<file path="src/rtl/skin_pixel_centroid_defines.svh">
// ----------------------------------------------------------------------------
// Skin pixel centroid assertion macros
// Shared assertion forms, clocked on clk and disabled during rst.
// ----------------------------------------------------------------------------
`ifndef SKIN_PIXEL_CENTROID_DEFINES_SVH
`define SKIN_PIXEL_CENTROID_DEFINES_SVH

// The consequent must hold in the same cycle as the antecedent.
`define SCP_ASSERT_IMPL(label, ante, cons, msg) \
  label: assert property (@(posedge clk) disable iff (rst) (ante) |-> (cons)) \
    else $error(msg);

// The consequent must hold in the cycle after the antecedent.
`define SCP_ASSERT_NEXT(label, ante, cons, msg) \
  label: assert property (@(posedge clk) disable iff (rst) (ante) |=> (cons)) \
    else $error(msg);

`endif

</file>
<file path="src/rtl/scp_pkg.sv">
// ----------------------------------------------------------------------------
// Skin pixel centroid package
// Widths, register indexes, reset values and shared types of the block.
// ----------------------------------------------------------------------------
`default_nettype none

package scp_pkg;

  localparam int CHAN_W  = 8;
  localparam int COORD_W = 10;
  localparam int COUNT_W = 21;
  localparam int SUM_W   = 30;
  localparam int INDEX_W = 3;

  localparam int MAX_WIDTH  = 1024;
  localparam int MAX_HEIGHT = 1024;

  localparam int DIV_STEPS = COORD_W;
  localparam int STEP_W    = $clog2(DIV_STEPS);

  localparam logic [COUNT_W-1:0] COUNT_MAX = '1;
  localparam logic [SUM_W-1:0]   SUM_MAX   = '1;

  localparam logic [INDEX_W-1:0] REG_LUMA_LOW  = 3'd0;
  localparam logic [INDEX_W-1:0] REG_LUMA_HIGH = 3'd1;
  localparam logic [INDEX_W-1:0] REG_CR_LOW    = 3'd2;
  localparam logic [INDEX_W-1:0] REG_CR_HIGH   = 3'd3;
  localparam logic [INDEX_W-1:0] REG_CB_LOW    = 3'd4;
  localparam logic [INDEX_W-1:0] REG_CB_HIGH   = 3'd5;

  localparam logic [CHAN_W-1:0] RST_LUMA_LOW  = 8'd77;
  localparam logic [CHAN_W-1:0] RST_LUMA_HIGH = 8'd127;
  localparam logic [CHAN_W-1:0] RST_CR_LOW    = 8'd133;
  localparam logic [CHAN_W-1:0] RST_CR_HIGH   = 8'd173;
  localparam logic [CHAN_W-1:0] RST_CB_LOW    = 8'd0;
  localparam logic [CHAN_W-1:0] RST_CB_HIGH   = 8'd255;

  typedef struct packed {
    logic [CHAN_W-1:0] luma_low;
    logic [CHAN_W-1:0] luma_high;
    logic [CHAN_W-1:0] cr_low;
    logic [CHAN_W-1:0] cr_high;
    logic [CHAN_W-1:0] cb_low;
    logic [CHAN_W-1:0] cb_high;
  } bounds_t;

  typedef struct packed {
    logic busy;
    logic done;
  } div_stat_t;

endpackage

`default_nettype wire

</file>
<file path="src/rtl/scp_accum.sv">
// ----------------------------------------------------------------------------
// Skin pixel classifier and accumulator
// Tests each pixel against the bounds and keeps the count and coordinate sums.
// ----------------------------------------------------------------------------
`default_nettype none

module scp_accum (
  input  logic                          clk,
  input  logic                          rst,
  input  logic                          clear,
  input  logic                          update,
  input  logic [scp_pkg::CHAN_W-1:0]    luma,
  input  logic [scp_pkg::CHAN_W-1:0]    chroma_red,
  input  logic [scp_pkg::CHAN_W-1:0]    chroma_blue,
  input  logic [scp_pkg::COORD_W-1:0]   column,
  input  logic [scp_pkg::COORD_W-1:0]   line_index,
  input  scp_pkg::bounds_t              bounds,
  output logic [scp_pkg::COUNT_W-1:0]   match_count,
  output logic [scp_pkg::SUM_W-1:0]     column_sum,
  output logic [scp_pkg::SUM_W-1:0]     row_sum
);
  import scp_pkg::*;

  logic             skin;
  logic             in_frame;
  logic [SUM_W:0]   col_wide;
  logic [SUM_W:0]   row_wide;
  logic [SUM_W-1:0] column_sum_next;
  logic [SUM_W-1:0] row_sum_next;

  assign in_frame = (32'(column) < MAX_WIDTH) && (32'(line_index) < MAX_HEIGHT);

  assign skin = (luma > bounds.luma_low) && (luma < bounds.luma_high)
             && (chroma_red > bounds.cr_low) && (chroma_red < bounds.cr_high)
             && (chroma_blue > bounds.cb_low) && (chroma_blue < bounds.cb_high)
             && in_frame;

  assign col_wide = {1'b0, column_sum} + (SUM_W+1)'(column);
  assign row_wide = {1'b0, row_sum} + (SUM_W+1)'(line_index);

  assign column_sum_next = col_wide[SUM_W] ? SUM_MAX : col_wide[SUM_W-1:0];
  assign row_sum_next    = row_wide[SUM_W] ? SUM_MAX : row_wide[SUM_W-1:0];

  always_ff @(posedge clk) begin
    if (rst || clear) begin
      match_count <= COUNT_W'(1);
      column_sum  <= '0;
      row_sum     <= '0;
    end else if (update && skin && (match_count < COUNT_MAX)) begin
      match_count <= match_count + COUNT_W'(1);
      column_sum  <= column_sum_next;
      row_sum     <= row_sum_next;
    end
  end

endmodule

`default_nettype wire

</file>
<file path="src/rtl/scp_divider.sv">
// ----------------------------------------------------------------------------
// Skin pixel centroid shared divider
// Restoring divider, one quotient bit per cycle, used for both coordinates.
// ----------------------------------------------------------------------------
`default_nettype none

module scp_divider (
  input  logic                          clk,
  input  logic                          rst,
  input  logic                          start,
  input  logic [scp_pkg::SUM_W-1:0]     dividend,
  input  logic [scp_pkg::COUNT_W-1:0]   divisor,
  output scp_pkg::div_stat_t            stat,
  output logic [scp_pkg::COORD_W-1:0]   quotient
);
  import scp_pkg::*;

  // The quotient never exceeds the largest coordinate, so the upper dividend
  // bits are always below the divisor and only the low bits need steps.
  logic [COUNT_W-1:0] rem;
  logic [COUNT_W-1:0] dsr;
  logic [COORD_W-1:0] shift;
  logic [STEP_W-1:0]  step;
  logic [COUNT_W:0]   trial;
  logic               fits;

  assign trial    = {rem, shift[COORD_W-1]};
  assign fits     = trial >= {1'b0, dsr};
  assign quotient = shift;

  always_ff @(posedge clk) begin
    if (rst) begin
      stat <= '0;
      step <= '0;
    end else if (start) begin
      stat.busy <= 1'b1;
      stat.done <= 1'b0;
      step      <= '0;
    end else if (stat.busy) begin
      step <= step + STEP_W'(1);
      if (step == STEP_W'(DIV_STEPS - 1)) begin
        stat.busy <= 1'b0;
        stat.done <= 1'b1;
      end
    end else begin
      stat.done <= 1'b0;
    end
  end

  always_ff @(posedge clk) begin
    if (start) begin
      rem   <= COUNT_W'(dividend[SUM_W-1:COORD_W]);
      shift <= dividend[COORD_W-1:0];
      dsr   <= divisor;
    end else if (stat.busy) begin
      rem   <= fits ? COUNT_W'(trial - {1'b0, dsr}) : trial[COUNT_W-1:0];
      shift <= {shift[COORD_W-2:0], fits};
    end
  end

endmodule

`default_nettype wire

</file>
<file path="src/rtl/skin_pixel_centroid.sv">
// ----------------------------------------------------------------------------
// Skin pixel centroid
// Non-final pixels may be accepted in every cycle. A frame-end pixel blocks
// input while the shared divider runs ten steps for the column and ten for
// the row, and while an earlier result still waits in the output register.
// The centroid is registered once both divisions are done and the output
// register is free. Reset restores the default bounds.
// ----------------------------------------------------------------------------
`default_nettype none

module skin_pixel_centroid (
  input  logic                          clk,
  input  logic                          rst,
  input  logic                          cfg_write_en,
  input  logic [scp_pkg::INDEX_W-1:0]   cfg_index,
  input  logic [scp_pkg::CHAN_W-1:0]    cfg_data,
  input  logic                          in_valid,
  output logic                          in_stall,
  input  logic [scp_pkg::CHAN_W-1:0]    luma,
  input  logic [scp_pkg::CHAN_W-1:0]    chroma_red,
  input  logic [scp_pkg::CHAN_W-1:0]    chroma_blue,
  input  logic [scp_pkg::COORD_W-1:0]   column,
  input  logic [scp_pkg::COORD_W-1:0]   line_index,
  input  logic                          frame_end,
  output logic                          out_valid,
  input  logic                          out_stall,
  output logic [scp_pkg::COORD_W-1:0]   center_x,
  output logic [scp_pkg::COORD_W-1:0]   center_y,
  output logic [scp_pkg::COUNT_W-1:0]   skin_pixels
);
  import scp_pkg::*;

`include "skin_pixel_centroid_defines.svh"

  typedef enum logic [5:0] {
    ST_IDLE    = 6'b000001,
    ST_START_X = 6'b000010,
    ST_DIV_X   = 6'b000100,
    ST_START_Y = 6'b001000,
    ST_DIV_Y   = 6'b010000,
    ST_OUT     = 6'b100000
  } state_t;

  state_t             state;
  state_t             state_next;
  bounds_t            bounds;
  logic               in_xfer;
  logic               out_load;
  logic               div_start;
  logic [SUM_W-1:0]   div_dividend;
  div_stat_t          div_stat;
  logic [COORD_W-1:0] div_quotient;
  logic [COORD_W-1:0] quot_x;
  logic [COUNT_W-1:0] match_count;
  logic [SUM_W-1:0]   column_sum;
  logic [SUM_W-1:0]   row_sum;

  assign in_stall     = (state != ST_IDLE);
  assign in_xfer      = in_valid && !in_stall;
  assign out_load     = (state == ST_OUT) && (!out_valid || !out_stall);
  assign div_start    = (state == ST_START_X) || (state == ST_START_Y);
  assign div_dividend = (state == ST_START_Y) ? row_sum : column_sum;

  always_ff @(posedge clk) begin
    if (rst) begin
      bounds.luma_low  <= RST_LUMA_LOW;
      bounds.luma_high <= RST_LUMA_HIGH;
      bounds.cr_low    <= RST_CR_LOW;
      bounds.cr_high   <= RST_CR_HIGH;
      bounds.cb_low    <= RST_CB_LOW;
      bounds.cb_high   <= RST_CB_HIGH;
    end else if (cfg_write_en) begin
      unique case (cfg_index)
        REG_LUMA_LOW:  bounds.luma_low  <= cfg_data;
        REG_LUMA_HIGH: bounds.luma_high <= cfg_data;
        REG_CR_LOW:    bounds.cr_low    <= cfg_data;
        REG_CR_HIGH:   bounds.cr_high   <= cfg_data;
        REG_CB_LOW:    bounds.cb_low    <= cfg_data;
        REG_CB_HIGH:   bounds.cb_high   <= cfg_data;
        default: ;
      endcase
    end
  end

  scp_accum u_accum (
    .clk         (clk),
    .rst         (rst),
    .clear       (out_load),
    .update      (in_xfer),
    .luma        (luma),
    .chroma_red  (chroma_red),
    .chroma_blue (chroma_blue),
    .column      (column),
    .line_index  (line_index),
    .bounds      (bounds),
    .match_count (match_count),
    .column_sum  (column_sum),
    .row_sum     (row_sum)
  );

  scp_divider u_divider (
    .clk      (clk),
    .rst      (rst),
    .start    (div_start),
    .dividend (div_dividend),
    .divisor  (match_count),
    .stat     (div_stat),
    .quotient (div_quotient)
  );

  always_comb begin
    state_next = state;
    unique case (state)
      ST_IDLE:    if (in_xfer && frame_end) state_next = ST_START_X;
      ST_START_X: state_next = ST_DIV_X;
      ST_DIV_X:   if (div_stat.done) state_next = ST_START_Y;
      ST_START_Y: state_next = ST_DIV_Y;
      ST_DIV_Y:   if (div_stat.done) state_next = ST_OUT;
      ST_OUT:     if (out_load) state_next = ST_IDLE;
      default:    state_next = ST_IDLE;
    endcase
  end

  always_ff @(posedge clk) begin
    if (rst) begin
      state <= ST_IDLE;
    end else begin
      state <= state_next;
    end
  end

  always_ff @(posedge clk) begin
    if (rst) begin
      out_valid <= 1'b0;
    end else if (out_load) begin
      out_valid <= 1'b1;
    end else if (!out_stall) begin
      out_valid <= 1'b0;
    end
  end

  always_ff @(posedge clk) begin
    if ((state == ST_DIV_X) && div_stat.done) begin
      quot_x <= div_quotient;
    end
    if (out_load) begin
      center_x    <= quot_x;
      center_y    <= div_quotient;
      skin_pixels <= match_count - COUNT_W'(1);
    end
  end

  `SCP_ASSERT_IMPL(a_idle_div_quiet, state == ST_IDLE, !div_stat.busy,
    "Divider is busy while the sequencer is idle.")
  `SCP_ASSERT_NEXT(a_frame_end_starts, in_xfer && frame_end, state == ST_START_X,
    "A frame-end transfer did not start the column division.")
  `SCP_ASSERT_IMPL(a_done_in_div, div_stat.done,
    (state == ST_DIV_X) || (state == ST_DIV_Y),
    "Divider finished outside a division state.")
  `SCP_ASSERT_IMPL(a_count_nonzero, 1'b1, match_count != '0,
    "Match counter reached zero.")

endmodule

`default_nettype wire

</file>
<file path="config.mk">
export PLATFORM = sky130hd
export DESIGN_NAME = skin_pixel_centroid
export DESIGN_NICKNAME = d
export VERILOG_FILES = /design/src/rtl/scp_pkg.sv /design/src/rtl/scp_accum.sv /design/src/rtl/scp_divider.sv /design/src/rtl/skin_pixel_centroid.sv
export VERILOG_INCLUDE_DIRS = /design/src /design/src/rtl
export SDC_FILE = /design/constraint.sdc
export NUM_CORES = 1
export LEC_CHECK = 0
export ABC_CLOCK_PERIOD_IN_PS = 7100
export BUFFER_PORTS_ARGS = -buffer_cell sky130_fd_sc_hd__buf_4
export CORE_MARGIN = 2
export CORE_UTILIZATION = 40
export CTS_BUF_LIST = sky130_fd_sc_hd__clkbuf_16
export DETAILED_ROUTE_END_ITERATION = 10
export GPL_TIMING_DRIVEN = 0
export HOLD_SLACK_MARGIN = 0.12
export PLACE_DENSITY = 0.68
export SLEW_MARGIN = 5
export SYNTH_ARGS = -nofsm -noshare
export SYNTH_HDL_FRONTEND = slang
export SYNTH_SLANG_ARGS = --single-unit
</file>
<file path="constraint.sdc">
create_clock -name clk -period 7.1 [get_ports clk]
set_input_delay 0.71 -clock clk [delete_from_list [all_inputs] [get_ports clk]]
set_output_delay 0.71 -clock clk [all_outputs]
set_load 0.005 [all_outputs]
</file>
== After elaboration in Yosys (flattened, before gate mapping) ==
Index checks and enable logic that the tools add are counted.

* $add $sub $neg: 6
* Magnitude comparators: 8
* Equality and inequality tests: 18
* Mux-type cells: 19
* Bitwise gates (word level): 1
* Reductions and logical operators: 28

{| class="wikitable"
|+ Operators by type and width
! operator !! count
|-
| $mux W30 || 3
|-
| $add A30 B10 Y31 || 2
|-
| $mux W20 || 2
|-
| $pmux W6 S6 || 1
|-
| $gt A8 B8 Y1 || 3
|-
| $lt A8 B8 Y1 || 3
|-
| $mux W6 || 4
|-
| $ge A22 B21 Y1 || 1
|-
| $add A21 B1 Y21 const B || 1
|-
| $lt A21 B21 Y1 const B || 1
|-
| $mux W21 || 1
|-
| $sub A21 B1 Y21 const B || 1
|-
| $sub A21 B21 Y21 || 1
|-
| $mux W10 || 2
|-
| $reduce_and A2 Y1 || 6
|-
| $logic_and A1 B1 Y1 || 11
|-
| $ne A2 B1 Y1 const B || 4
|-
| $eq A3 B2 Y1 const B || 2
|-
| $eq A3 B3 Y1 const B || 2
|-
| $eq A6 B1 Y1 const B || 1
|-
| $eq A6 B2 Y1 const B || 1
|-
| $eq A6 B3 Y1 const B || 1
|-
| $eq A6 B4 Y1 const B || 1
|-
| $eq A6 B5 Y1 const B || 1
|-
| 16 further kinds || 24
|}

* Bits in registers: 245
* Input port bits: 61
* Output and inout bits: 43
* Logic and storage cells: 102

== Depth between registers and ports, before layout ==
Gate-level depths: netlist of run 1.

* Depth in word-level cells: 8
* Gate-level depth with buffers: 13
* Mapped depth without buffers: 12

== Modules after synthesis ==
From an unflattened synthesis of run 1, not the netlist that was laid out.

* Cell total of the unflattened synthesis: 1526
* Area, all modules: 14054.7 um^2

{| class="wikitable"
|+ By module, submodules not included
! module !! instances !! cells an instance !! area each (um^2) !! sequential area each (um^2)
|-
| scp_accum || 1 || 770 || 5911.9 || 1621.6
|-
| skin_pixel_centroid || 1 || 399 || 4524.3 || 2632.5
|-
| scp_divider || 1 || 357 || 3618.5 || 1671.6
|}

== Worst setup path after synthesis of run 1 ==
OpenSTA, ideal clock, no wires.

* Path type: in2reg
* Start: input out_stall
* End: register u_accum.match_count[15] (netlist name)
* Setup time: 0.128 ns
* Arrival: 3.964 ns
* Required time: 6.972 ns
* Setup slack: 3.008 ns
* Cell stages on the path: 6
* Path buffers: 3
* Cell sequence: a21oi_1 or2_2 clkbuf_1 clkbuf_1 clkbuf_1 nor2_1

* Word-level cells in the longest chain between the ends: 4

{| class="wikitable"
|+ Ends and longest elaborated chain
! item !! line !! source
|-
| start: declaration || skin_pixel_centroid.sv:26 || <nowiki>input logic out_stall,</nowiki>
|-
| $logic_not A1 Y1 || -- ||
|-
| $logic_or A1 B1 Y1 || skin_pixel_centroid.sv:60 || <nowiki>assign out_load = (state == ST_OUT) && (!out_valid || !out_stall);</nowiki>
|-
| $logic_and A1 B1 Y1 || skin_pixel_centroid.sv:60 ||
|-
| $logic_or A1 B1 Y1 || scp_accum.sv:45 || <nowiki>if (rst || clear) begin</nowiki>
|-
| end signal: assignment || scp_accum.sv:50 || <nowiki>match_count <= match_count + COUNT_W'(1);</nowiki>
|-
| end: declaration || scp_accum.sv:18 || <nowiki>output logic [scp_pkg::COUNT_W-1:0] match_count,</nowiki>
|}

Every way passes these cells.
A chain may end at the register's enable or synchronous reset.

== Worst setup path after layout of run 1 ==
* Start: register u_divider.shift[9], in the netlist u_divider.quotient[9]
* End: register u_divider.rem[19] (data pin)

* Word-level cells in the longest chain between the ends: 4
* Elaborated cells between the ends (all ways): 5
* Those cells by class: add/sub (1); order compare (1); mux (3)

{| class="wikitable"
|+ Ends and longest elaborated chain
! item !! line !! source
|-
| start: declaration || scp_divider.sv:22 || <nowiki>logic [COORD_W-1:0] shift;</nowiki>
|-
| start signal: assignment || scp_divider.sv:53 || <nowiki>shift <= dividend[COORD_W-1:0];</nowiki>
|-
| start signal: assignment || scp_divider.sv:57 || <nowiki>shift <= {shift[COORD_W-2:0], fits};</nowiki>
|-
| $sub A21 B21 Y21 / $ge A22 B21 Y1 (equally long branches) || scp_divider.sv:56, scp_divider.sv:28 ||
|-
| $mux W21 (*) || scp_divider.sv:56 || <nowiki>rem <= fits ? COUNT_W'(trial - {1'b0, dsr}) : trial[COUNT_W-1:0];</nowiki>
|-
| $mux W20 (*) || scp_divider.sv:55 || <nowiki>end else if (stat.busy) begin</nowiki>
|-
| $mux W20 (*) || scp_divider.sv:51 || <nowiki>if (start) begin</nowiki>
|-
| end signal: assignment || scp_divider.sv:52 || <nowiki>rem <= COUNT_W'(dividend[SUM_W-1:COORD_W]);</nowiki>
|-
| end signal: assignment || scp_divider.sv:56 ||
|-
| end: declaration || scp_divider.sv:20 || <nowiki>logic [COUNT_W-1:0] rem;</nowiki>
|}

Every way passes the cells marked *; elsewhere a longest branch is shown, timed or not. The select of a mux whose other input is x is not followed.

==> implementation parameters, run 1 <==
Parameter                              Value

Status
  Status ... complete, no violations

Worst hold path
  Number of instances on the worst hold path ... 3
  Hold Crit Class ... input pin to flop
  Hold Path End ... state[1]
  Hold path startpoint ... frame_end

Detailed routing
  Pre-Repair DR Iteration Count ... 5
  Average wire per cell in the routed design ... 17.6 um
  Via count ... 11,000
  Remaining design rule violation count ... 0
  Via-per-instance ratio ... 5.48
  Count of antenna-violating nets left after detailed routing ... 0
  Total wirelength of the detailed-routed design ... 35,400 um
  Number of violations reported at the end of detailed-routing iteration 0 ... 894

Placement
  Weighted congestion at the end of routability-driven global placement ... 0.895
  Setup slack after placement ... 3.00 ns
  HPWL after detailed placement ... 26,300 um
  Port Buffers ... 102
  Placement Cell Area ... 14,500 sq um

Floorplan
  # rows ... 66
  Placeable Area ... 32,500 sq um
  Chip width ... 186 um
  Count of pins on the block boundary ... 104
  Die height ... 186 um
  Total die area ... 34,500 sq um
  Initial core utilization ... 0.406

Run
  Maximum capacitance violations ... 0

Layout
  Number of nets in the finished design ... 1,704
  Fraction of final layout cells sized beyond drive strength 1 ... 0.120
  Syn-to-layout area delta ... 17.2%
  Sequential cell area ... 5930 sq um
  Number of filler cells placed in the layout ... 3,156
  Area of all placed cells without fillers ... 15,500 sq um
  Number of inserted diodes ... 0
  Multi-input gate area ... 6640 sq um

Worst setup path
  Critical path class ... flop to flop
  Endpoint of the lowest-slack register-to-register path ... u_divider.rem[19]
  Critical Path, Cell by Cell ... inv_1, ha_1, fa_1, nor2b_1, o31ai_1, a211oi_1, o21ai_2, a211oi_1, a2111oi_4, buf_4, inv_2, mux2i_1, o21ai_0
  CP Capture Type ... flop
  Standard cell with the maximum stage delay on the critical path ... sky130_fd_sc_hd__a211oi_1
  R2r worst-path depth ... 13
  Largest stage delay, worst path ... 0.58 ns
  R2r setup slk ... 3.23 ns
  CP startpoint kind ... flop
  Crit Path Max Fanout ... 10
  WP data arrival ... 4.17 ns
  Source of the worst register-to-register timing path ... u_divider.quotient[9]
  Critical path required time ... 7.39 ns
  Most frequent cell on the critical path ... sky130_fd_sc_hd__a211oi_1

Clocking
  Clock tree root driver cell ... sky130_fd_sc_hd__clkbuf_16
  Hold bufs inserted after CTS ... 0
  Number of CTS-inserted buffers ... 28
  Total setup buffers inserted after CTS ... 0
  # resized after CTS ... 0
  Maximum clock insertion buffer count ... 3
  Clock slew at the register clock pins of the worst setup and hold paths ... 0.06 ns
  Clock tree sinks ... 245
  CTS tree ... built
  Maximum level of the CTS H-tree ... 1
  Clock insertion delay at the later pin of the skew report ... 0.55 ns

Timing
  Minimum clock period ... 3.87 ns
  Worst rel slew slack ... 0.400
  Final Hold Violating Endpoints ... 0
  Final Setup Violations ... 0
  Final Cycle Share ... 0.546
  Total Neg Setup Slack ... 0 ns
  Maximum clock rate ... 0.258 GHz
  Setup slack after layout ... 3.23 ns
  Final-report max-slew violation count ... 0
  Transition time at the pin with the least slew margin ... 0.898 ns
  Worst clock skew ... 0.0202 ns
  Unrepaired setup endpoints after global routing ... no

GRT
  Number of global-route vias before repair ... 10,700
  Wire length of the first global-routing pass ... 56,700 um
  Antenna violations before repair ... 0
  GRT Residual Overflow ... 0
  Pin count of the biggest net entering global routing ... 31
  Total routing usage reported by global routing ... 0.207

Synth
  Post-synthesis area per instance ... 9.31 sq um
  Cell taking the most area after synthesis ... sky130_fd_sc_hd__edfxtp_1
  Sequential area share after synthesis ... 0.449
  Syn_nets ... 1,571
  Post-Synthesis Cells ... 1,417
  Area contributors post-synth ... sky130_fd_sc_hd__edfxtp_1 23%, sky130_fd_sc_hd__dfxtp_1 22%, sky130_fd_sc_hd__ha_1 8.5%
  Fraction of post-synthesis cell area in the top cell type by area ... 0.232
  Async set or reset register ratio after synthesis ... 0
  Post-Syn Area ... 13,200 sq um
  Most used flip-flop cell after synthesis ... sky130_fd_sc_hd__dfxtp_1
  Yosys Warn Count ... 0
  Synth unique cells ... 80
  Count of flip-flops with a built-in enable after synthesis ... 102
  Seq cells post-synth ... 245

Power and ir drop
  Maximum vdd ir drop ... 183 uV
  P_leak ... 6.30 nW
  Total power after layout ... 3.29 mW
  Total power divided by cell area ... 212 nW/um^2
[worst max-delay path, delay by kind of cell (launching register included)]
kind            cells  cell delay [ns]
compound gates      6             1.59
mux                 1             0.22
flops               1             0.53
fa+ha+maj           2             0.64
buf+inv             3             0.38
simple gates        1             0.25
[state kept, by name, summed over array words and instances (netlist names)]
name,cells
bounds,48
center_x,10
center_y,10
out_valid,1
quot_x,10
skin_pixels,21
state,6
u_accum.column_sum,30
u_accum.match_count,21
u_accum.row_sum,30
u_divider.dsr,21
u_divider.quotient,10
u_divider.rem,21
u_divider.stat,2
u_divider.step,4
[final cells by class]
type | count | area share
tap | 442 | 0.0358
buffer | 60 | 0.0172
inverter | 99 | 0.0240
timing repair buffer | 103 | 0.0508
clock buffer | 33 | 0.0534
sequential | 245 | 0.383
clock inverter | 19 | 0.00615
multi-input combinational | 1013 | 0.430
[cells by family (layout without fill, tap and decap cells)]
| kind of cell | Yosys count | after routing | share of synthesized area |
|---|---|---|---|
| and+or+nand+nor | 501 | 501 | 0.193 |
| AOI/OAI and AO/OA | 333 | 333 | 0.161 |
| DFF | 245 | 245 | 0.449 |
| buffers and inverters | 159 | 314 | 0.0483 |
| adders and majority gates | 93 | 93 | 0.0899 |
| xor gates and xnor gates | 70 | 70 | 0.0465 |
| muxes | 16 | 16 | 0.0121 |
[layout by cell type (no fill, tap or decap), types with 10 or more instances in the layout]
cell	n
sky130_fd_sc_hd__a211o_1	18
sky130_fd_sc_hd__a21oi_1	104
sky130_fd_sc_hd__xnor2_1	24
sky130_fd_sc_hd__xor2_1	46
sky130_fd_sc_hd__clkbuf_1	40
sky130_fd_sc_hd__ha_1	90
sky130_fd_sc_hd__nor3_1	37
sky130_fd_sc_hd__a311oi_1	11
sky130_fd_sc_hd__nand3_1	38
sky130_fd_sc_hd__nor2b_1	19
sky130_fd_sc_hd__mux2i_1	16
sky130_fd_sc_hd__nand3b_1	17
sky130_fd_sc_hd__and4_1	10
sky130_fd_sc_hd__inv_1	103
sky130_fd_sc_hd__a21o_1	15
sky130_fd_sc_hd__o21ai_0	72
sky130_fd_sc_hd__a22oi_1	23
sky130_fd_sc_hd__edfxtp_1	102
sky130_fd_sc_hd__nand2b_1	13
sky130_fd_sc_hd__nor2_1	125
sky130_fd_sc_hd__and3_1	25
sky130_fd_sc_hd__buf_2	11
sky130_fd_sc_hd__nand4_1	33
sky130_fd_sc_hd__dfxtp_1	143
sky130_fd_sc_hd__clkbuf_16	33
sky130_fd_sc_hd__a31oi_1	15
sky130_fd_sc_hd__buf_4	105
sky130_fd_sc_hd__or3_1	12
sky130_fd_sc_hd__a211oi_1	13
sky130_fd_sc_hd__nand2_1	127
[Yosys cell counts, types with 4 or more instances]
library cell / n
sky130_fd_sc_hd__dfxtp_1: 143
sky130_fd_sc_hd__nand2_1: 127
sky130_fd_sc_hd__nor2_1: 125
sky130_fd_sc_hd__a21oi_1: 105
sky130_fd_sc_hd__edfxtp_1: 102
sky130_fd_sc_hd__inv_1: 98
sky130_fd_sc_hd__ha_1: 90
sky130_fd_sc_hd__o21ai_0: 72
sky130_fd_sc_hd__xor2_1: 46
sky130_fd_sc_hd__clkbuf_1: 40
sky130_fd_sc_hd__nand3_1: 38
sky130_fd_sc_hd__nor3_1: 37
sky130_fd_sc_hd__nand4_1: 33
sky130_fd_sc_hd__and3_1: 25
sky130_fd_sc_hd__xnor2_1: 24
sky130_fd_sc_hd__a22oi_1: 23
sky130_fd_sc_hd__nor2b_1: 19
sky130_fd_sc_hd__a211o_1: 18
sky130_fd_sc_hd__nand3b_1: 17
sky130_fd_sc_hd__mux2i_1: 16
sky130_fd_sc_hd__a21o_1: 15
sky130_fd_sc_hd__a31oi_1: 15
sky130_fd_sc_hd__a211oi_1: 13
sky130_fd_sc_hd__nand2b_1: 13
sky130_fd_sc_hd__or3_1: 13
sky130_fd_sc_hd__a311oi_1: 11
sky130_fd_sc_hd__and4_1: 10
sky130_fd_sc_hd__buf_2: 10
sky130_fd_sc_hd__and2_1: 8
sky130_fd_sc_hd__o21a_1: 8
sky130_fd_sc_hd__o22ai_1: 8
sky130_fd_sc_hd__o31ai_1: 7
sky130_fd_sc_hd__o21bai_1: 6
sky130_fd_sc_hd__or4_1: 6
sky130_fd_sc_hd__buf_1: 4
sky130_fd_sc_hd__o211ai_1: 4
[stage by stage]
| stage | hold slack [ns] | utilization | std cells |
|---|---|---|---|
| final | 0.401 | 0.475 | 2014 |
| after global routing | 0.397 | 0.475 | 2014 |
| after CTS | 0.394 | 0.475 | 2014 |
| after detailed placement | 0.405 | 0.447 | 1962 |
| after global placement | 0.403 | 0.446 | 1961 |
| after floorplan | 0.400 | - | 1417 |
[worst max-delay path by stage]
stage                          startpoint  slack (ns)                 endpoint
finish              u_divider.quotient[9]        3.23        u_divider.rem[19]
global route        u_divider.quotient[9]        2.98        u_divider.rem[19]
CTS                 u_divider.quotient[9]        3.29        u_divider.rem[19]
detailed placement          chroma_red[5]        3.00  u_accum.match_count[15]
global placement                out_stall        0.73   u_accum.match_count[4]
floorplan                       out_stall        3.01  u_accum.match_count[15]
[routing by layer]
layer  routed length [um]  up-vias  global-route usage
met4                  754        0              0.0498
met2                16700      313               0.351
li1                     -     5401                   -
met5                    0        -                   0
met1                16000     5280               0.279
met3                 1980       51              0.0280
[report_power, final]
group	total [mW]	switching [mW]	internal, mW
sequential	1.51	0.0164	1.50
combinational	0.345	0.202	0.143
clock	1.43	0.602	0.827
total	3.29	0.821	2.47
Note: power is estimated with default switching activity, not from simulation.
==> inputs of run 2 (changes only) <==
--- a/config.mk
+++ b/config.mk
@@ -6,7 +6,8 @@
 export SDC_FILE = /design/constraint.sdc
 export NUM_CORES = 1
 export LEC_CHECK = 0
-export ABC_CLOCK_PERIOD_IN_PS = 7100
+export ABC_AREA = 1
+export ABC_CLOCK_PERIOD_IN_PS = 3400
 export BUFFER_PORTS_ARGS = -buffer_cell sky130_fd_sc_hd__buf_4
 export CORE_MARGIN = 2
 export CORE_UTILIZATION = 40
@@ -14,7 +15,7 @@
 export DETAILED_ROUTE_END_ITERATION = 10
 export GPL_TIMING_DRIVEN = 0
 export HOLD_SLACK_MARGIN = 0.12
-export PLACE_DENSITY = 0.68
+export PLACE_DENSITY = 0.7
 export SLEW_MARGIN = 5
 export SYNTH_ARGS = -nofsm -noshare
 export SYNTH_HDL_FRONTEND = slang
==> constraint.sdc (replaced) <==
create_clock -name clk -period 3.4 [get_ports clk]
set_input_delay 0.34 -clock clk [delete_from_list [all_inputs] [get_ports clk]]
set_output_delay 0.34 -clock clk [all_outputs]
set_load 0.005 [all_outputs]
==> run 2 against run 1 <==
- routed wire length rose by 25%
- cell area up 12%
- fmax increased by 21%
- largest power group unchanged
- critical path depth shrank 7
- setup slack worse by 3.0 ns
- total power is 140% higher
- highest routed layer unchanged
- flip-flop and latch count did not move
- clock skew shrank 0.0094 ns
- via count up 27%
- global-route usage is 2.0 points higher
- clock power increased by 120%
==> implementation parameters, run 2 <==
Parameter                              Value

Worst setup path
  WP data arrival ... 3.37 ns
  Crit Path Max Fanout ... 30
  CP startpoint kind ... flop
  Critical path required time ... 3.58 ns
  Sum of buffers and inverters on the critical path ... 2
  Critical Path, Cell by Cell ... nor2_2, nand4_1, nand2_1, inv_1, clkbuf_1, nand2_2
  Family with the most delay on the worst path ... simple AND/OR/NAND/NOR gates
  Critical path class ... flop to flop
  Worst setup startpoint ... state[3]
  Source of the worst register-to-register timing path ... state[3]
  Largest stage delay, worst path ... 0.66 ns
  Standard cell with the maximum stage delay on the critical path ... sky130_fd_sc_hd__nand2_2
  CP Capture Type ... flop

Clocking
  Clock insertion delay at the later pin of the skew report ... 0.56 ns
  Clock slew at the register clock pins of the worst setup and hold paths ... 0.06 ns
  Clock tree root driver cell ... sky130_fd_sc_hd__clkbuf_16
  Total setup buffers inserted after CTS ... 0
  Number of CTS-inserted buffers ... 28
  CTS tree ... built
  Maximum clock insertion buffer count ... 3
  Maximum level of the CTS H-tree ... 1
  Clock tree sinks ... 245

Floorplan
  # rows ... 70
  Initial core utilization ... 0.406
  Die height ... 197 um
  Placeable Area ... 36,700 sq um
  Total die area ... 38,800 sq um
  Chip width ... 197 um
  Count of pins on the block boundary ... 104

Layout
  Commonest non-fill, non-tap cells in the layout ... 504 x sky130_fd_sc_hd__nand2_1, 313 x sky130_fd_sc_hd__inv_1, 256 x sky130_fd_sc_hd__nor2_1, 143 x sky130_fd_sc_hd__dfxtp_1, 114 x sky130_fd_sc_hd__a21oi_1
  Largest register FFs ... 48
  Syn-to-layout area delta ... 16.4%
  Biggest register ... bounds
  Biggest regs ... bounds x48, u_accum.column_sum x30, u_accum.row_sum x30
  Area of all placed cells without fillers ... 17,300 sq um
  Commonest non-fill, non-tap cell in the layout ... sky130_fd_sc_hd__nand2_1
  Number of inserted diodes ... 0
  Fraction of final layout cells sized beyond drive strength 1 ... 0.0881
  Number of nets in the finished design ... 2,336

Synth
  Sequential area share after synthesis ... 0.398
  Syn_nets ... 2,192
  Fraction of post-synthesis cell area in the top cell type by area ... 0.205
  Most instantiated library cell after synthesis ... sky130_fd_sc_hd__nand2_1
  Async set or reset register ratio after synthesis ... 0
  Post-Syn Area ... 14,900 sq um
  Area contributors post-synth ... sky130_fd_sc_hd__edfxtp_1 21%, sky130_fd_sc_hd__dfxtp_1 19%, sky130_fd_sc_hd__nand2_1 13%
  Seq cells post-synth ... 245
  Synth unique cells ... 42
  Leading cell types by count after synthesis ... 505 x sky130_fd_sc_hd__nand2_1, 306 x sky130_fd_sc_hd__inv_1, 257 x sky130_fd_sc_hd__nor2_1
  Post-synthesis area per instance ... 7.31 sq um
  Count of flip-flops with a built-in enable after synthesis ... 102
  Most used flip-flop cell after synthesis ... sky130_fd_sc_hd__dfxtp_1
  Cell taking the most area after synthesis ... sky130_fd_sc_hd__edfxtp_1
  Post-Synthesis Cells ... 2,038
  Yosys Warn Count ... 0

Worst hold path
  Hold path startpoint ... line_index[0]
  Hold Crit Class ... input pin to flop

Placement
  Port Buffers ... 103
  Placement Cell Area ... 16,300 sq um
  HPWL after detailed placement ... 33,900 um
  Weighted congestion at the end of routability-driven global placement ... 0.963

Timing
  Total Neg Setup Slack ... 0 ns
  Worst rel slew slack ... 0.202
  Worst slack on hold paths ... 0.155 ns
  Unrepaired setup endpoints after global routing ... no
  Final Cycle Share ... 0.939
  Final Setup Violations ... 0
  Worst clock skew ... 0.0108 ns
  Final-report max-slew violation count ... 0
  Maximum clock rate ... 0.313 GHz
  Transition time at the pin with the least slew margin ... 1.19 ns
  Final Hold Violating Endpoints ... 0
  Minimum clock period ... 3.19 ns

Power and ir drop
  Maximum vdd ir drop ... 324 uV
  Total power after layout ... 7.81 mW
  Total power divided by cell area ... 450 nW/um^2
  P_leak ... 8.00 nW

Detailed routing
  Average wire per cell in the routed design ... 16.6 um
  Remaining design rule violation count ... 0
  Count of antenna-violating nets left after detailed routing ... 0
  Pre-Repair DR Iteration Count ... 6
  Total wirelength of the detailed-routed design ... 44,200 um
  Number of violations reported at the end of detailed-routing iteration 0 ... 1,342
  Via count ... 14,000
  Via-per-instance ratio ... 5.23

GRT
  Wire length of the first global-routing pass ... 69,800 um
  Total routing usage reported by global routing ... 0.227
  Antenna violations before repair ... 0
  Number of global-route vias before repair ... 13,400
  GRT Residual Overflow ... 0
  Pin count of the biggest net entering global routing ... 31

Status
  Status ... complete, no violations

Run
  Maximum capacitance violations ... 0
==> run 2: per-layer routing <==
| metal | global-route usage | vias up | wire, um |
|---|---|---|---|
| met5 | 0 | - | 0 |
| met4 | 0.0950 | 0 | 1570 |
| met3 | 0.0297 | 94 | 2710 |
| met2 | 0.383 | 477 | 20900 |
| met1 | 0.293 | 6485 | 19100 |
| li1 | - | 6919 | - |
==> run 2: path summary, 6_finish.rpt <==
| check | cells after the start | slack, ns | endpoint |
|---|---|---|---|
| max reg2reg | 6 | 0.21 | u_divider.quotient[8] |
| max | 6 | 0.21 | u_divider.quotient[8] |
| min | 4 | 0.16 | u_accum.row_sum[0] |
| min reg2reg | 0 | 0.42 | center_x[2] |
==> run 2: worst min-delay path: stages <==
cell,delay (ns)
sky130_fd_sc_hd__buf_4,0.09
sky130_fd_sc_hd__ha_1,0.12
sky130_fd_sc_hd__nor2_1,0.04
sky130_fd_sc_hd__nor2_1,0.08
==> run 2: kinds of logic after synthesis <==
| kind of cell | share of synthesized area |
|---|---|
| adders and majority gates | 0.0796 |
| xor gates and xnor gates | 0.0494 |
| DFF | 0.398 |
| and+or+nand+nor | 0.272 |
| buffers and inverters | 0.0978 |
| AOI/OAI and AO/OA | 0.104 |
==> run 2: what timing repair did <==
action / CTS / global route
endpoints found under the setup margin: 30 / 0
gates resized for setup: 1 / 0
hold buffers: 10 / 0
endpoints found under the hold margin: 30 / 0
==> run 2: final cells by class <==
cell class                 count  area (sq um)
inverter                     311          1170
multi-input combinational   1426          7530
fill                        3601         19300
sequential                   245          5930
clock buffer                  29           726
timing repair buffer         114           893
buffer                        56           292
tap                          468           586
clock inverter                22           226
==> run 2: metrics by stage <==
step	setup WS, ns	utilization	instances
final	0.209	0.473	2671
after global routing	0.100	0.473	2671
after CTS	0.284	0.473	2671
after floorplan	0.472	-	2038
after detailed placement	-0.116	0.444	2610
after global placement	-1.03	0.443	2609
==> run 2: where the power goes <==
part           leakage (nW)  internal [mW]  switching [mW]
Clock                 0.488           1.91            1.24
Combinational          5.44          0.477           0.874
Sequential             2.08           3.24          0.0760
Total                  8.00           5.62            2.19
==> inputs of run 3 (changes only) <==
--- a/config.mk
+++ b/config.mk
@@ -10,12 +10,12 @@
 export ABC_CLOCK_PERIOD_IN_PS = 3400
 export BUFFER_PORTS_ARGS = -buffer_cell sky130_fd_sc_hd__buf_4
 export CORE_MARGIN = 2
-export CORE_UTILIZATION = 40
+export CORE_UTILIZATION = 45
 export CTS_BUF_LIST = sky130_fd_sc_hd__clkbuf_16
 export DETAILED_ROUTE_END_ITERATION = 10
 export GPL_TIMING_DRIVEN = 0
 export HOLD_SLACK_MARGIN = 0.12
-export PLACE_DENSITY = 0.7
+export PLACE_DENSITY = 0.76
 export SLEW_MARGIN = 5
 export SYNTH_ARGS = -nofsm -noshare
 export SYNTH_HDL_FRONTEND = slang
==> run 3 against run 2 <==
- utilization increased by 5.6 points
- sequential power about the same
- clock power decreased by 6%
- combinational power about the same
- non-clock buffer count decreased by 1
- cell area decreased by 0.50%
==> implementation parameters, run 3 (synthesis results as in run 2) <==
Parameter                              Value

Floorplan
  Total die area ... 34,600 sq um
  Chip width ... 186 um
  Count of pins on the block boundary ... 104
  # rows ... 66
  Initial core utilization ... 0.457
  Placeable Area ... 32,600 sq um
  Die height ... 186 um

Clocking
  Total setup buffers inserted after CTS ... 0
  Clock tree root driver cell ... sky130_fd_sc_hd__clkbuf_16
  Clock tree sinks ... 245
  Clock insertion delay at the later pin of the skew report ... 0.56 ns
  Number of CTS-inserted buffers ... 28
  Maximum clock insertion buffer count ... 3
  Maximum level of the CTS H-tree ... 1
  CTS tree ... built
  Clock slew at the register clock pins of the worst setup and hold paths ... 0.07 ns

Power and ir drop
  Total power divided by cell area ... 441 nW/um^2
  Maximum vdd ir drop ... 394 uV
  P_leak ... 7.94 nW

Detailed routing
  Via count ... 13,900
  Via-per-instance ratio ... 5.25
  Total wirelength of the detailed-routed design ... 41,900 um
  Count of antenna-violating nets left after detailed routing ... 0
  Number of violations reported at the end of detailed-routing iteration 0 ... 1,443
  Average wire per cell in the routed design ... 15.8 um
  Remaining design rule violation count ... 0
  Pre-Repair DR Iteration Count ... 6

Worst setup path
  R2r setup slk ... 0.30 ns
  Source of the worst register-to-register timing path ... u_accum.row_sum[0]
  Crit Path Max Fanout ... 10
  WP data arrival ... 3.58 ns
  R2r worst-path depth ... 13
  CP Capture Type ... flop
  Endpoint of the lowest-slack register-to-register path ... u_accum.row_sum[23]
  Critical path class ... flop to flop
  CP startpoint kind ... flop
  Endpoint of the most critical setup path ... u_accum.row_sum[23]
  Critical path required time ... 3.88 ns
  Worst setup startpoint ... u_accum.row_sum[0]

Timing
  Final Setup Violations ... 0
  Final Cycle Share ... 0.913
  Final Hold Violating Endpoints ... 0
  Unrepaired setup endpoints after global routing ... no
  Worst rel slew slack ... 0.195
  Maximum clock rate ... 0.322 GHz
  Worst slack on hold paths ... 0.146 ns
  Final-report max-slew violation count ... 0
  Transition time at the pin with the least slew margin ... 1.20 ns
  Worst clock skew ... 0.0224 ns
  Setup slack after layout ... 0.297 ns
  Total Neg Setup Slack ... 0 ns
  Minimum clock period ... 3.10 ns

GRT
  Total routing usage reported by global routing ... 0.242
  Wire length of the first global-routing pass ... 66,100 um
  Number of global-route vias before repair ... 13,100
  GRT Residual Overflow ... 0
  Pin count of the biggest net entering global routing ... 31
  Antenna violations before repair ... 0

Layout
  Final cell count without fillers ... 2,645
  Biggest register ... bounds
  Number of filler cells placed in the layout ... 3,050
  Number of inserted diodes ... 0
  Commonest non-fill, non-tap cells in the layout ... 504 x sky130_fd_sc_hd__nand2_1, 308 x sky130_fd_sc_hd__inv_1, 256 x sky130_fd_sc_hd__nor2_1, 143 x sky130_fd_sc_hd__dfxtp_1, 114 x sky130_fd_sc_hd__a21oi_1
  Commonest non-fill, non-tap cell in the layout ... sky130_fd_sc_hd__nand2_1
  Fraction of final layout cells sized beyond drive strength 1 ... 0.0912
  Core occupancy in the finished layout ... 0.529
  Syn-to-layout area delta ... 15.8%
  Biggest regs ... bounds x48, u_accum.column_sum x30, u_accum.row_sum x30
  Number of nets in the finished design ... 2,335
  Largest register FFs ... 48

Placement
  Weighted congestion at the end of routability-driven global placement ... 0.985
  Port Buffers ... 103
  HPWL after detailed placement ... 32,400 um
  # placed instances ... 2,584
  Setup slack after placement ... -0.0983 ns

Status
  Status ... complete, no violations

Run
  Maximum capacitance violations ... 0

Worst hold path
  Hold Crit Class ... input pin to flop
run 3: stage by stage:
stage                     power [mW]  instance area [sq um]
after global routing            7.94                  17300
after CTS                       7.63                  17300
final                           7.61                  17300
after detailed placement        4.68                  16300
after floorplan                 4.28                  14900
after global placement          4.65                  16200
run 3: final cells by class:
type                       instances  area (sq um)  share of cell area
tap                              442           553              0.0320
inverter                         311          1170              0.0676
buffer                            56           292              0.0169
clock buffer                      28           701              0.0406
sequential                       245          5930               0.343
clock inverter                    24           208              0.0120
multi-input combinational       1426          7530               0.436
timing repair buffer             113           883              0.0512
run 3: repair_timing:
item / 4_1_cts / 5_1_grt
hold buffers: 9 / 0
resized for setup: 1 / 0
hold endpoints to repair: 30 / 0
endpoints found under the setup margin: 30 / 0
run 3: where the power goes:
group          leakage [nW]  switching [mW]  internal (mW)
Clock                 0.429            1.29           1.67
Sequential             2.08          0.0773           3.24
Combinational          5.43           0.863          0.476
Total                  7.94            2.23           5.38
run 3: critical path, cell delays in order, from the launching register on:
cell and delay (ns):
sky130_fd_sc_hd__dfxtp_1 0.33, sky130_fd_sc_hd__ha_1 0.18, sky130_fd_sc_hd__inv_1 0.08, sky130_fd_sc_hd__fa_1 0.41, sky130_fd_sc_hd__o21ai_1 0.31, sky130_fd_sc_hd__nand2_1 0.09
sky130_fd_sc_hd__nand2_1 0.14, sky130_fd_sc_hd__inv_2 0.04, sky130_fd_sc_hd__o21ai_1 0.52, sky130_fd_sc_hd__nand2_2 0.31, sky130_fd_sc_hd__nand3_1 0.20, sky130_fd_sc_hd__buf_4 0.24
sky130_fd_sc_hd__nor2_1 0.07, sky130_fd_sc_hd__nor2_1 0.12
run 3: metal layers:
layer | global-route usage | part of all wire | up-vias
met5 | 0 | 0 | -
met4 | 0.0765 | 0.029 | 0
met3 | 0.0292 | 0.063 | 83
met2 | 0.421 | 0.48 | 482
met1 | 0.312 | 0.43 | 6421
li1 | - | - | 6911
run 3: how the worst min path moves through the flow:
stage	startpoint	to	slack, ns	cells past startpoint
global placement	quot_x[6]	center_x[6]	0.40	0
detailed placement	quot_x[2]	center_x[2]	0.40	0
CTS	cfg_index[2]	bounds[0]	0.13	4
floorplan	quot_x[0]	center_x[0]	0.40	0
finish	cfg_index[1]	bounds[0]	0.15	5
global route	column[0]	u_accum.column_sum[0]	0.16	4
